[config.mk]
export PLATFORM = sky130hd
export DESIGN_NAME = yuyv422_to_rgb888_convert_core_flat
export DESIGN_NICKNAME = d
export VERILOG_FILES = /design/src/sv/y2r_pkg.sv /design/src/sv/y2r_if.sv /design/src/sv/y2r_pixel.sv /design/src/sv/yuyv422_to_rgb888_convert_core.sv /design/src/flat_wrapper.sv
export SDC_FILE = /design/constraint.sdc
export NUM_CORES = 1
export LEC_CHECK = 0
export BUFFER_PORTS_ARGS = -buffer_cell sky130_fd_sc_hd__buf_4
export CORE_MARGIN = 2
export CORE_UTILIZATION = 59
export DETAILED_ROUTE_END_ITERATION = 12
export PLACE_DENSITY = 0.77
export SLEW_MARGIN = 20
export SYNTH_ARGS = -nofsm -noshare
export SYNTH_HDL_FRONTEND = slang
export SYNTH_SLANG_ARGS = --single-unit
[constraint.sdc]
create_clock -name clk -period 10.5 [get_ports clk]
set_input_delay 2.1 -clock clk [delete_from_list [all_inputs] [get_ports clk]]
set_output_delay 2.1 -clock clk [all_outputs]
set_load 0.05 [all_outputs]
[src/sv/y2r_pkg.sv]
// Shared types and constants for the YUYV 4:2:2 to RGB888 converter.
// No dependencies; every other file of the block uses this package.
package y2r_pkg;

  // Chroma bytes carry an offset of half scale.
  localparam int unsigned CHROMA_OFFSET = 128;
  // Largest channel value before output scaling.
  localparam logic [7:0]  PIX_MAX       = 8'd255;
  // Output scale is x * SCALE_NUM / 256.
  localparam logic [7:0]  SCALE_NUM     = 8'd220;

  // One YUYV macropixel as it arrives on the input channel.
  typedef struct packed {
    logic [7:0] first_luma;
    logic [7:0] chroma_blue;
    logic [7:0] second_luma;
    logic [7:0] chroma_red;
    logic       frame_end_in;
  } pix_in_t;

  // Two RGB pixels that share the chroma pair, plus the frame flag.
  typedef struct packed {
    logic [7:0] red_first;
    logic [7:0] green_first;
    logic [7:0] blue_first;
    logic [7:0] red_second;
    logic [7:0] green_second;
    logic [7:0] blue_second;
    logic       frame_end_out;
  } pix_out_t;

  // One converted pixel.
  typedef struct packed {
    logic [7:0] red;
    logic [7:0] green;
    logic [7:0] blue;
  } rgb_t;

endpackage

[src/sv/y2r_if.sv]
// Valid/ready stream interfaces for the converter's input and output words.
// Depends on y2r_pkg for the payload types.
interface y2r_in_if;
  logic             valid;
  logic             ready;
  y2r_pkg::pix_in_t data;

  modport source (output valid, output data, input ready);
  modport sink   (input valid, input data, output ready);
endinterface

interface y2r_out_if;
  logic              valid;
  logic              ready;
  y2r_pkg::pix_out_t data;

  modport source (output valid, output data, input ready);
  modport sink   (input valid, input data, output ready);
endinterface

[src/sv/y2r_pixel.sv]
// Combinational color math for one pixel: fixed-point matrix, clamp, scale.
// Depends on y2r_pkg.
module y2r_pixel #(
  parameter int COEF_FRAC_BITS = 16
) (
  input  logic [7:0]        luma,
  input  logic signed [8:0] cu,
  input  logic signed [8:0] cv,
  output y2r_pkg::rgb_t     rgb
);
  import y2r_pkg::*;

  // Coefficients fit in one integer bit plus the fraction.
  localparam int CW = COEF_FRAC_BITS + 1;
  // Sums stay below 2^(F+9) in magnitude; one spare bit on top of sign.
  localparam int SW = COEF_FRAC_BITS + 11;

  // Coefficients rounded to nearest from their six-decimal values.
  localparam longint unsigned RV_FULL =
    ((64'd1370705 << COEF_FRAC_BITS) + 64'd500000) / 64'd1000000;
  localparam longint unsigned GV_FULL =
    ((64'd698001 << COEF_FRAC_BITS) + 64'd500000) / 64'd1000000;
  localparam longint unsigned GU_FULL =
    ((64'd337633 << COEF_FRAC_BITS) + 64'd500000) / 64'd1000000;
  localparam longint unsigned BU_FULL =
    ((64'd1732446 << COEF_FRAC_BITS) + 64'd500000) / 64'd1000000;

  localparam logic [CW-1:0] COEF_RV = CW'(RV_FULL);
  localparam logic [CW-1:0] COEF_GV = CW'(GV_FULL);
  localparam logic [CW-1:0] COEF_GU = CW'(GU_FULL);
  localparam logic [CW-1:0] COEF_BU = CW'(BU_FULL);

  logic signed [SW-1:0] base;
  logic signed [SW-1:0] cu_ext;
  logic signed [SW-1:0] cv_ext;
  logic signed [SW-1:0] rv_prod;
  logic signed [SW-1:0] gv_prod;
  logic signed [SW-1:0] gu_prod;
  logic signed [SW-1:0] bu_prod;
  logic signed [SW-1:0] red_sum;
  logic signed [SW-1:0] green_sum;
  logic signed [SW-1:0] blue_sum;

  // Clamp a fixed-point sum to 0..255 and scale it by 220/256.
  function automatic logic [7:0] clamp_scale(input logic signed [SW-1:0] sum);
    logic [7:0]  clamped;
    logic [15:0] scaled;
    if (sum[SW-1]) begin
      clamped = 8'd0;
    end else if (|sum[SW-2:COEF_FRAC_BITS+8]) begin
      clamped = PIX_MAX;
    end else begin
      clamped = sum[COEF_FRAC_BITS+7:COEF_FRAC_BITS];
    end
    scaled = 16'(clamped) * 16'(SCALE_NUM);
    return scaled[15:8];
  endfunction

  // Luma aligned to the coefficient fraction, chroma sign-extended.
  assign base   = $signed({3'b000, luma, {COEF_FRAC_BITS{1'b0}}});
  assign cu_ext = SW'(cu);
  assign cv_ext = SW'(cv);

  // Constant-coefficient products.
  assign rv_prod = $signed(SW'(COEF_RV)) * cv_ext;
  assign gv_prod = $signed(SW'(COEF_GV)) * cv_ext;
  assign gu_prod = $signed(SW'(COEF_GU)) * cu_ext;
  assign bu_prod = $signed(SW'(COEF_BU)) * cu_ext;

  // Per-channel sums.
  assign red_sum   = base + rv_prod;
  assign green_sum = base - gv_prod - gu_prod;
  assign blue_sum  = base + bu_prod;

  assign rgb.red   = clamp_scale(red_sum);
  assign rgb.green = clamp_scale(green_sum);
  assign rgb.blue  = clamp_scale(blue_sum);

endmodule

[src/sv/yuyv422_to_rgb888_convert_core.sv]
// YUYV 4:2:2 to RGB888 converter: input register, color math, result register.
// Depends on y2r_pkg, y2r_if and y2r_pixel.
// An accepted word is held in the input register; its result is offered from the result register.
// Throughput: one word per cycle while pix_out.ready holds; an empty input register refills regardless.
// Reset: synchronous rst empties both stages; no other state is kept.
module yuyv422_to_rgb888_convert_core #(
  parameter int COEF_FRAC_BITS = 16
) (
  input logic        clk,
  input logic        rst,
  y2r_in_if.sink     pix_in,
  y2r_out_if.source  pix_out
);
  import y2r_pkg::*;

  logic             in_valid;
  pix_in_t          in_word;
  logic             out_valid;
  pix_out_t         out_word;
  logic             out_advance;
  logic             in_advance;
  logic signed [8:0] cu;
  logic signed [8:0] cv;
  rgb_t             rgb_first;
  rgb_t             rgb_second;
  pix_out_t         result;

  // The result register moves when empty or taken; the input stage follows it.
  assign out_advance  = !out_valid || pix_out.ready;
  assign in_advance   = !in_valid || out_advance;
  assign pix_in.ready = in_advance;

  // Remove the chroma offset.
  assign cu = $signed({1'b0, in_word.chroma_blue}) - 9'(CHROMA_OFFSET);
  assign cv = $signed({1'b0, in_word.chroma_red}) - 9'(CHROMA_OFFSET);

  y2r_pixel #(.COEF_FRAC_BITS(COEF_FRAC_BITS)) u_pixel_first (
    .luma (in_word.first_luma),
    .cu   (cu),
    .cv   (cv),
    .rgb  (rgb_first)
  );

  y2r_pixel #(.COEF_FRAC_BITS(COEF_FRAC_BITS)) u_pixel_second (
    .luma (in_word.second_luma),
    .cu   (cu),
    .cv   (cv),
    .rgb  (rgb_second)
  );

  // Pack both pixels and the frame flag into the result word.
  always_comb begin
    result.red_first     = rgb_first.red;
    result.green_first   = rgb_first.green;
    result.blue_first    = rgb_first.blue;
    result.red_second    = rgb_second.red;
    result.green_second  = rgb_second.green;
    result.blue_second   = rgb_second.blue;
    result.frame_end_out = in_word.frame_end_in;
  end

  // Stage valid bits.
  always_ff @(posedge clk) begin
    if (rst) begin
      in_valid  <= 1'b0;
      out_valid <= 1'b0;
    end else begin
      if (in_advance) begin
        in_valid <= pix_in.valid;
      end
      if (out_advance) begin
        out_valid <= in_valid;
      end
    end
  end

  // Stage payloads.
  always_ff @(posedge clk) begin
    if (pix_in.valid && in_advance) begin
      in_word <= pix_in.data;
    end
    if (in_valid && out_advance) begin
      out_word <= result;
    end
  end

  assign pix_out.valid = out_valid;
  assign pix_out.data  = out_word;

endmodule

[src/flat_wrapper.sv]
// flat-port wrapper written by rule: the top's interface ports become plain ports
module yuyv422_to_rgb888_convert_core_flat import y2r_pkg::*;
#(
  parameter int COEF_FRAC_BITS = 16
)
  (clk, rst, pix_in_valid, pix_in_data, pix_in_ready, pix_out_valid, pix_out_data, pix_out_ready);
  y2r_in_if pix_in_i ();
  y2r_out_if pix_out_i ();
  input logic clk;
  input logic rst;
  input wire logic [$bits(pix_in_i.valid)-1:0] pix_in_valid;
  input wire logic [$bits(pix_in_i.data)-1:0] pix_in_data;
  output wire logic [$bits(pix_in_i.ready)-1:0] pix_in_ready;
  output wire logic [$bits(pix_out_i.valid)-1:0] pix_out_valid;
  output wire logic [$bits(pix_out_i.data)-1:0] pix_out_data;
  input wire logic [$bits(pix_out_i.ready)-1:0] pix_out_ready;
  assign pix_in_i.valid = pix_in_valid;
  assign pix_in_i.data = pix_in_data;
  assign pix_in_ready = pix_in_i.ready;
  assign pix_out_valid = pix_out_i.valid;
  assign pix_out_data = pix_out_i.data;
  assign pix_out_i.ready = pix_out_ready;
  yuyv422_to_rgb888_convert_core #(.COEF_FRAC_BITS(COEF_FRAC_BITS)) u_core (.clk(clk), .rst(rst), .pix_in(pix_in_i), .pix_out(pix_out_i));
endmodule
==> impl_metrics.json, run 1 <==
{
  "drive_gt1_frac": 0.249,
  "synth_top_area_frac": 0.289,
  "ys_ff_latch": 84,
  "fin_crit_ns": 10.71,
  "synthesis.nets": 2966,
  "core_area_um2": 35400,
  "syn-cell-area_um2": 21100,
  "portBuffers": 87,
  "max_freq_mhz": 93.4,
  "final_nets": 3305,
  "maxCapViolCount": 0,
  "antenna_left": 0,
  "setup_violations": 5,
  "slew_viol_final": 0,
  "skew_ns": 0.0104,
  "die_x_um": 193,
  "critPathMaxStageDelay_ns": 0.58,
  "hold_viol": 0,
  "cp.required_ns": 10.64,
  "vias_per_cell": 5.71,
  "crit_type": "flop to flop",
  "drt_wl_total_mm": 52.2,
  "ys.flop_type": "edfxtp_1",
  "cp_max_fo": 4,
  "max_slew_margin": 0.331,
  "hold_path.class": "flop to flop",
  "violations": "setup timing",
  "ctsHtreeMaxLevel": 3,
  "path_clk_slew_ns": 0.07,
  "period_share": 1.02,
  "syn-instance-count": 2211,
  "vias": 17200,
  "overflow": 0,
  "die_y_um": 193,
  "synth_warnings": 0,
  "rsz0062_at_grt": "yes",
  "grt_pass1_vias": 17900,
  "grt_pass1_wl_mm": 84.1,
  "die-area_um2": 37400,
  "wl_per_cell_um": 17.3,
  "root_buffer": "clkbuf_16",
  "synth_cell_type_count": 99,
  "cts.sinks": 84,
  "diodes": 0,
  "fill_cells": 2485,
  "dp.cells": 2926,
  "yosys.area.top_type": "ha_1",
  "ys_async_sr_fraction": 0,
  "rows": 69,
  "synth_common_cells": "488 x ha_1, 447 x inv_1, 230 x fa_1",
  "numCtsBuffers": 9,
  "fin_cells": 3016,
  "io_pins": 88,
  "critPathArrivalTime_ns": 10.85,
  "finalSetupTns_ns": -0.624,
  "outcome": "finished, violations left",
  "avgSynthCellArea_um2": 9.56,
  "start_kind": "flop",
  "synthTopCellsByArea": "ha_1 29%, fa_1 22%, edfxtp_1 12%",
  "slowest_stage": "fa_1",
  "start_util": 0.597,
  "path_common_cell": "ha_4",
  "syn_to_final_growth_pct": 22.2,
  "antenna_found_initial": 0,
  "grt_usage": 0.273,
  "clk_latency_ns": 0.39,
  "synth_edf_count": 82,
  "place_hpwl_mm": 42.3,
  "dr.pass1.iters": 6,
  "cts_tree": "built",
  "drtIter0Drc": 1038,
  "drc": 0,
  "endpoint_kind": "flop",
  "fin_ws_ns": -0.209,
  "yosysMostFrequentCell": "ha_1",
  "synth-seq-area-share": 0.118,
  "cts_max_path_buffers": 2,
  "max_slew.worst_pin.slew_ns": 1.00,
  "grt_max_degree": 50,
  "place_congestion": 0.946
}
## registers in the layout, summed over array words and instances (netlist names)
| name | count |
|---|---|
| u_core.pix_out.data | 49 |
| u_core.in_valid | 1 |
| u_core.in_word | 33 |
| u_core.pix_out.valid | 1 |
## cell usage in the layout, fill, tap and decap left out, drive strengths merged, types with 40 or more instances in the layout
cell and n:
xnor2 83, nand2 59, inv 450, edfxtp 82, o21ai 88, a21oi 114
ha 488, a21o 54, buf 351, nor3 40, fa 230, xor2 44
nor2 113
## layout make-up
class                      count  area [um^2]  area share
inverter                     448         1690      0.0655
tap                          461          577      0.0223
clock inverter                 6         71.3     0.00276
sequential                    84         2500      0.0968
timing repair buffer         351         2710       0.105
multi-input combinational   1656        18100       0.699
clock buffer                  10          229     0.00886
## worst paths after layout
path | start | to | cells after the start | slack, ns
setup / recovery | u_core.in_word[19] | u_core.pix_out.data[40] | 43 | -0.21
hold reg to reg | u_core.in_word[0] | u_core.pix_out.data[0] | 0 | 0.42
setup reg to reg | u_core.in_word[19] | u_core.pix_out.data[40] | 43 | -0.21
hold / removal | u_core.in_word[0] | u_core.pix_out.data[0] | 0 | 0.42
## worst max-delay path, delay by kind of cell (launching register included)
family          cells  cell delay [ns]
xor+xnor            2             0.20
flops               1             0.45
simple gates        8             2.01
mux                 1             0.19
buf+inv             7             0.82
fa+ha+maj          12             4.60
compound gates     13             2.20
## routing by layer
metal,routed length [um],GRT usage
met1,21000,0.333
met2,27500,0.500
met3,2100,0.0336
met4,1530,0.0862
met5,0,0
## repair_timing
item / 4_1_cts / 5_1_grt
gates resized for setup: 73 / 203
pin swaps: 44 / 171
hold buffers: 0 / 0
endpoints found under the setup margin: 20 / 30
setup buffers: 23 / 57
## through the flow
step	cell area [um^2]	setup slack, ns	hold slack, ns	util
after floorplan	21300	-0.165	0.400	-
after global placement	23800	-0.125	0.405	0.673
after detailed placement	23800	-0.435	0.408	0.673
after CTS	24600	-0.0931	0.426	0.695
after global routing	25800	-0.498	0.430	0.730
final	25800	-0.209	0.424	0.730
## cell families (layout without fill, tap and decap cells)
| group | Yosys count | after routing | synth area share |
|---|---|---|---|
| XOR/XNOR | 127 | 127 | 0.0533 |
| multiplexers | 5 | 5 | 0.00249 |
| adder cells (fa/ha/maj) | 719 | 719 | 0.507 |
| AND/OR/NAND/NOR | 371 | 371 | 0.0904 |
| buffers and inverters | 471 | 815 | 0.0858 |
| flip-flops | 84 | 84 | 0.118 |
| AO/OA/AOI/OAI | 434 | 434 | 0.143 |
Power of run 1 is left out: the tool's default activity adds up to more than one toggle a clock period on the data nets, which glitch-free logic cannot reach.
==> run 2: changes to the inputs <==
- ABC_AREA: default -> 1
==> run 2 against run 1 <==
The run now ends clean. Synthesized area up 6.4%. Core utilization down 7.8 points. Critical path depth down 2. Setup slack better by 0.81 ns. Largest cell class unchanged. Global-route usage up 0.28 points.
==> impl_metrics.json, run 2 <==
{
  "antenna_found_initial": 0,
  "r2r-start": "u_core.in_word[4]",
  "hold_path.class": "flop to flop",
  "avgSynthCellArea_um2": 8.25,
  "drc": 0,
  "cts_max_path_buffers": 2,
  "synth_cell_type_count": 52,
  "place_congestion": 0.968,
  "synthTopCellsByArea": "ha_1 27%, fa_1 20%, edfxtp_1 11%",
  "cp.required_ns": 10.66,
  "diodes": 0,
  "path_common_cell": "fa_1",
  "path_clk_slew_ns": 0.08,
  "die-area_um2": 39700,
  "place_hpwl_mm": 46.7,
  "grt_max_degree": 50,
  "synth_top_area_frac": 0.272,
  "syn-instance-count": 2727,
  "outcome": "completed",
  "overflow": 0,
  "cts.sinks": 84,
  "max_slew.worst_pin.slew_ns": 0.674,
  "fin_crit_ns": 9.90,
  "core_area_um2": 37600,
  "io_pins": 88,
  "holdCritStartpoint": "u_core.in_word[0]",
  "syn-cell-area_um2": 22500,
  "hold_viol": 0,
  "synth_warnings": 0,
  "cp_max_fo": 9,
  "max_slew_margin": 0.549,
  "syn_to_final_growth_pct": 8.97,
  "dr.pass1.iters": 5,
  "drive_gt1_frac": 0.103,
  "yosysMostFrequentCell": "inv_1",
  "ys_async_sr_fraction": 0,
  "die_y_um": 199,
  "multi_input_area_um2": 17600,
  "grt_pass1_wl_mm": 86.1,
  "largest_register_ff_count": 49,
  "endpoint_kind": "flop",
  "numCtsBuffers": 9,
  "clk_latency_ns": 0.39,
  "fin_ws_ns": 0.600,
  "grt_pass1_vias": 17500,
  "critPathArrivalTime_ns": 10.06,
  "skew_ns": 0.0201,
  "fin_cells": 3376,
  "die_x_um": 199,
  "layout_common_cells": "639 x inv_1, 485 x ha_1, 405 x nand2_1",
  "start_util": 0.598,
  "synth_edf_count": 82,
  "slew_viol_final": 0,
  "yosys.area.top_type": "ha_1",
  "vias": 17800,
  "setup_violations": 0,
  "place_ws_ns": 0.0443,
  "slowest_stage": "fa_1",
  "final_nets": 3615,
  "vias_per_cell": 5.26,
  "ys.flop_type": "edfxtp_1",
  "ctsHtreeMaxLevel": 3,
  "drtIter0Drc": 915,
  "start_kind": "flop",
  "dp.cells": 3335,
  "wl_per_cell_um": 15.7,
  "crit_start": "u_core.in_word[4]",
  "fin_util": 0.652,
  "synthesis.nets": 3482,
  "layout_commonest_cell": "inv_1",
  "ys_ff_latch": 84,
  "synth_common_cells": "642 x inv_1, 488 x ha_1, 406 x nand2_1",
  "grt_usage": 0.276,
  "maxCapViolCount": 0,
  "period_share": 0.943,
  "critPathMaxStageDelay_ns": 0.54,
  "seq_area_um2": 2500,
  "root_buffer": "clkbuf_16",
  "max_freq_mhz": 101,
  "synth-seq-area-share": 0.111,
  "crit_type": "flop to flop",
  "fill_cells": 3208,
  "cts_tree": "built",
  "antenna_left": 0,
  "rows": 71,
  "drt_wl_total_mm": 52.9,
  "portBuffers": 87
}
## run 2: cell count changes after synthesis, sizes merged, moves of 32 or more
cell,previous run,this run
xor2,44,103
a21o,54,13
nand4,9,55
a21oi,114,178
nor2,113,148
nor3,40,8
inv,447,659
nand2,59,472
nand3,22,100
xnor2,83,42
## run 2: critical path: cells and delay by family, from the launching register on
family / cells / cell delay, ns
AND/OR/NAND/NOR: 12 / 1.37
adder cells (fa/ha/maj): 11 / 4.85
flip-flops: 1 / 0.51
AO/OA/AOI/OAI: 10 / 1.99
buffers and inverters: 7 / 0.64
XOR/XNOR: 1 / 0.32
## run 2: logic make-up (layout without fill, tap and decap cells)
kind of cell    count (synthesis)  count (layout)  share of synthesized area
compound gates                315             315                     0.0787
xor+xnor                      145             145                     0.0571
fa+ha+maj                     718             718                      0.476
buf+inv                       661             799                      0.111
flops                          84              84                      0.111
simple gates                  804             804                      0.165
## run 2: what timing repair did
item                                    4_1_cts  5_1_grt
pin swaps                                     0        3
hold buffers                                  0        0
buffers inserted                              0       25
resized for setup                             1       35
endpoints found under the setup margin        2       15
## run 2: area by class of cell
class,count,area share
clock buffers,10,0.00934
inverters,659,0.101
clock inverters,6,0.00363
multi-input cells,1982,0.719
flip-flops and latches,84,0.102
repair buffers,124,0.0380
well taps,511,0.0261
## run 2: per-layer routing
| metal | vias to the layer above | track usage | wire (um) |
|---|---|---|---|
| met2 | 378 | 0.454 | 24600 |
| li1 | 8994 | - | - |
| met1 | 8341 | 0.377 | 24300 |
| met5 | - | 0 | 0 |
| met3 | 59 | 0.0376 | 2570 |
| met4 | 0 | 0.0837 | 1410 |
## run 2: path summary, 6_finish.rpt
| kind | cells after the start | slack (ns) | endpoint |
|---|---|---|---|
| max reg2reg | 41 | 0.60 | u_core.pix_out.data[47] |
| min reg2reg | 0 | 0.43 | u_core.pix_out.data[0] |
| min | 0 | 0.43 | u_core.pix_out.data[0] |
| max | 41 | 0.60 | u_core.pix_out.data[47] |
## run 2: metrics by stage
stage	cell area [um^2]	hold slack, ns	TNS, ns
3_5_place_dp	23900	0.426	0
5_1_grt	24500	0.449	-0.0417
4_1_cts	24200	0.440	0
2_1_floorplan	22500	0.400	0
6_report	24500	0.432	0
3_3_place_gp	23900	0.408	0
Power of run 2 is left out for the same reason.
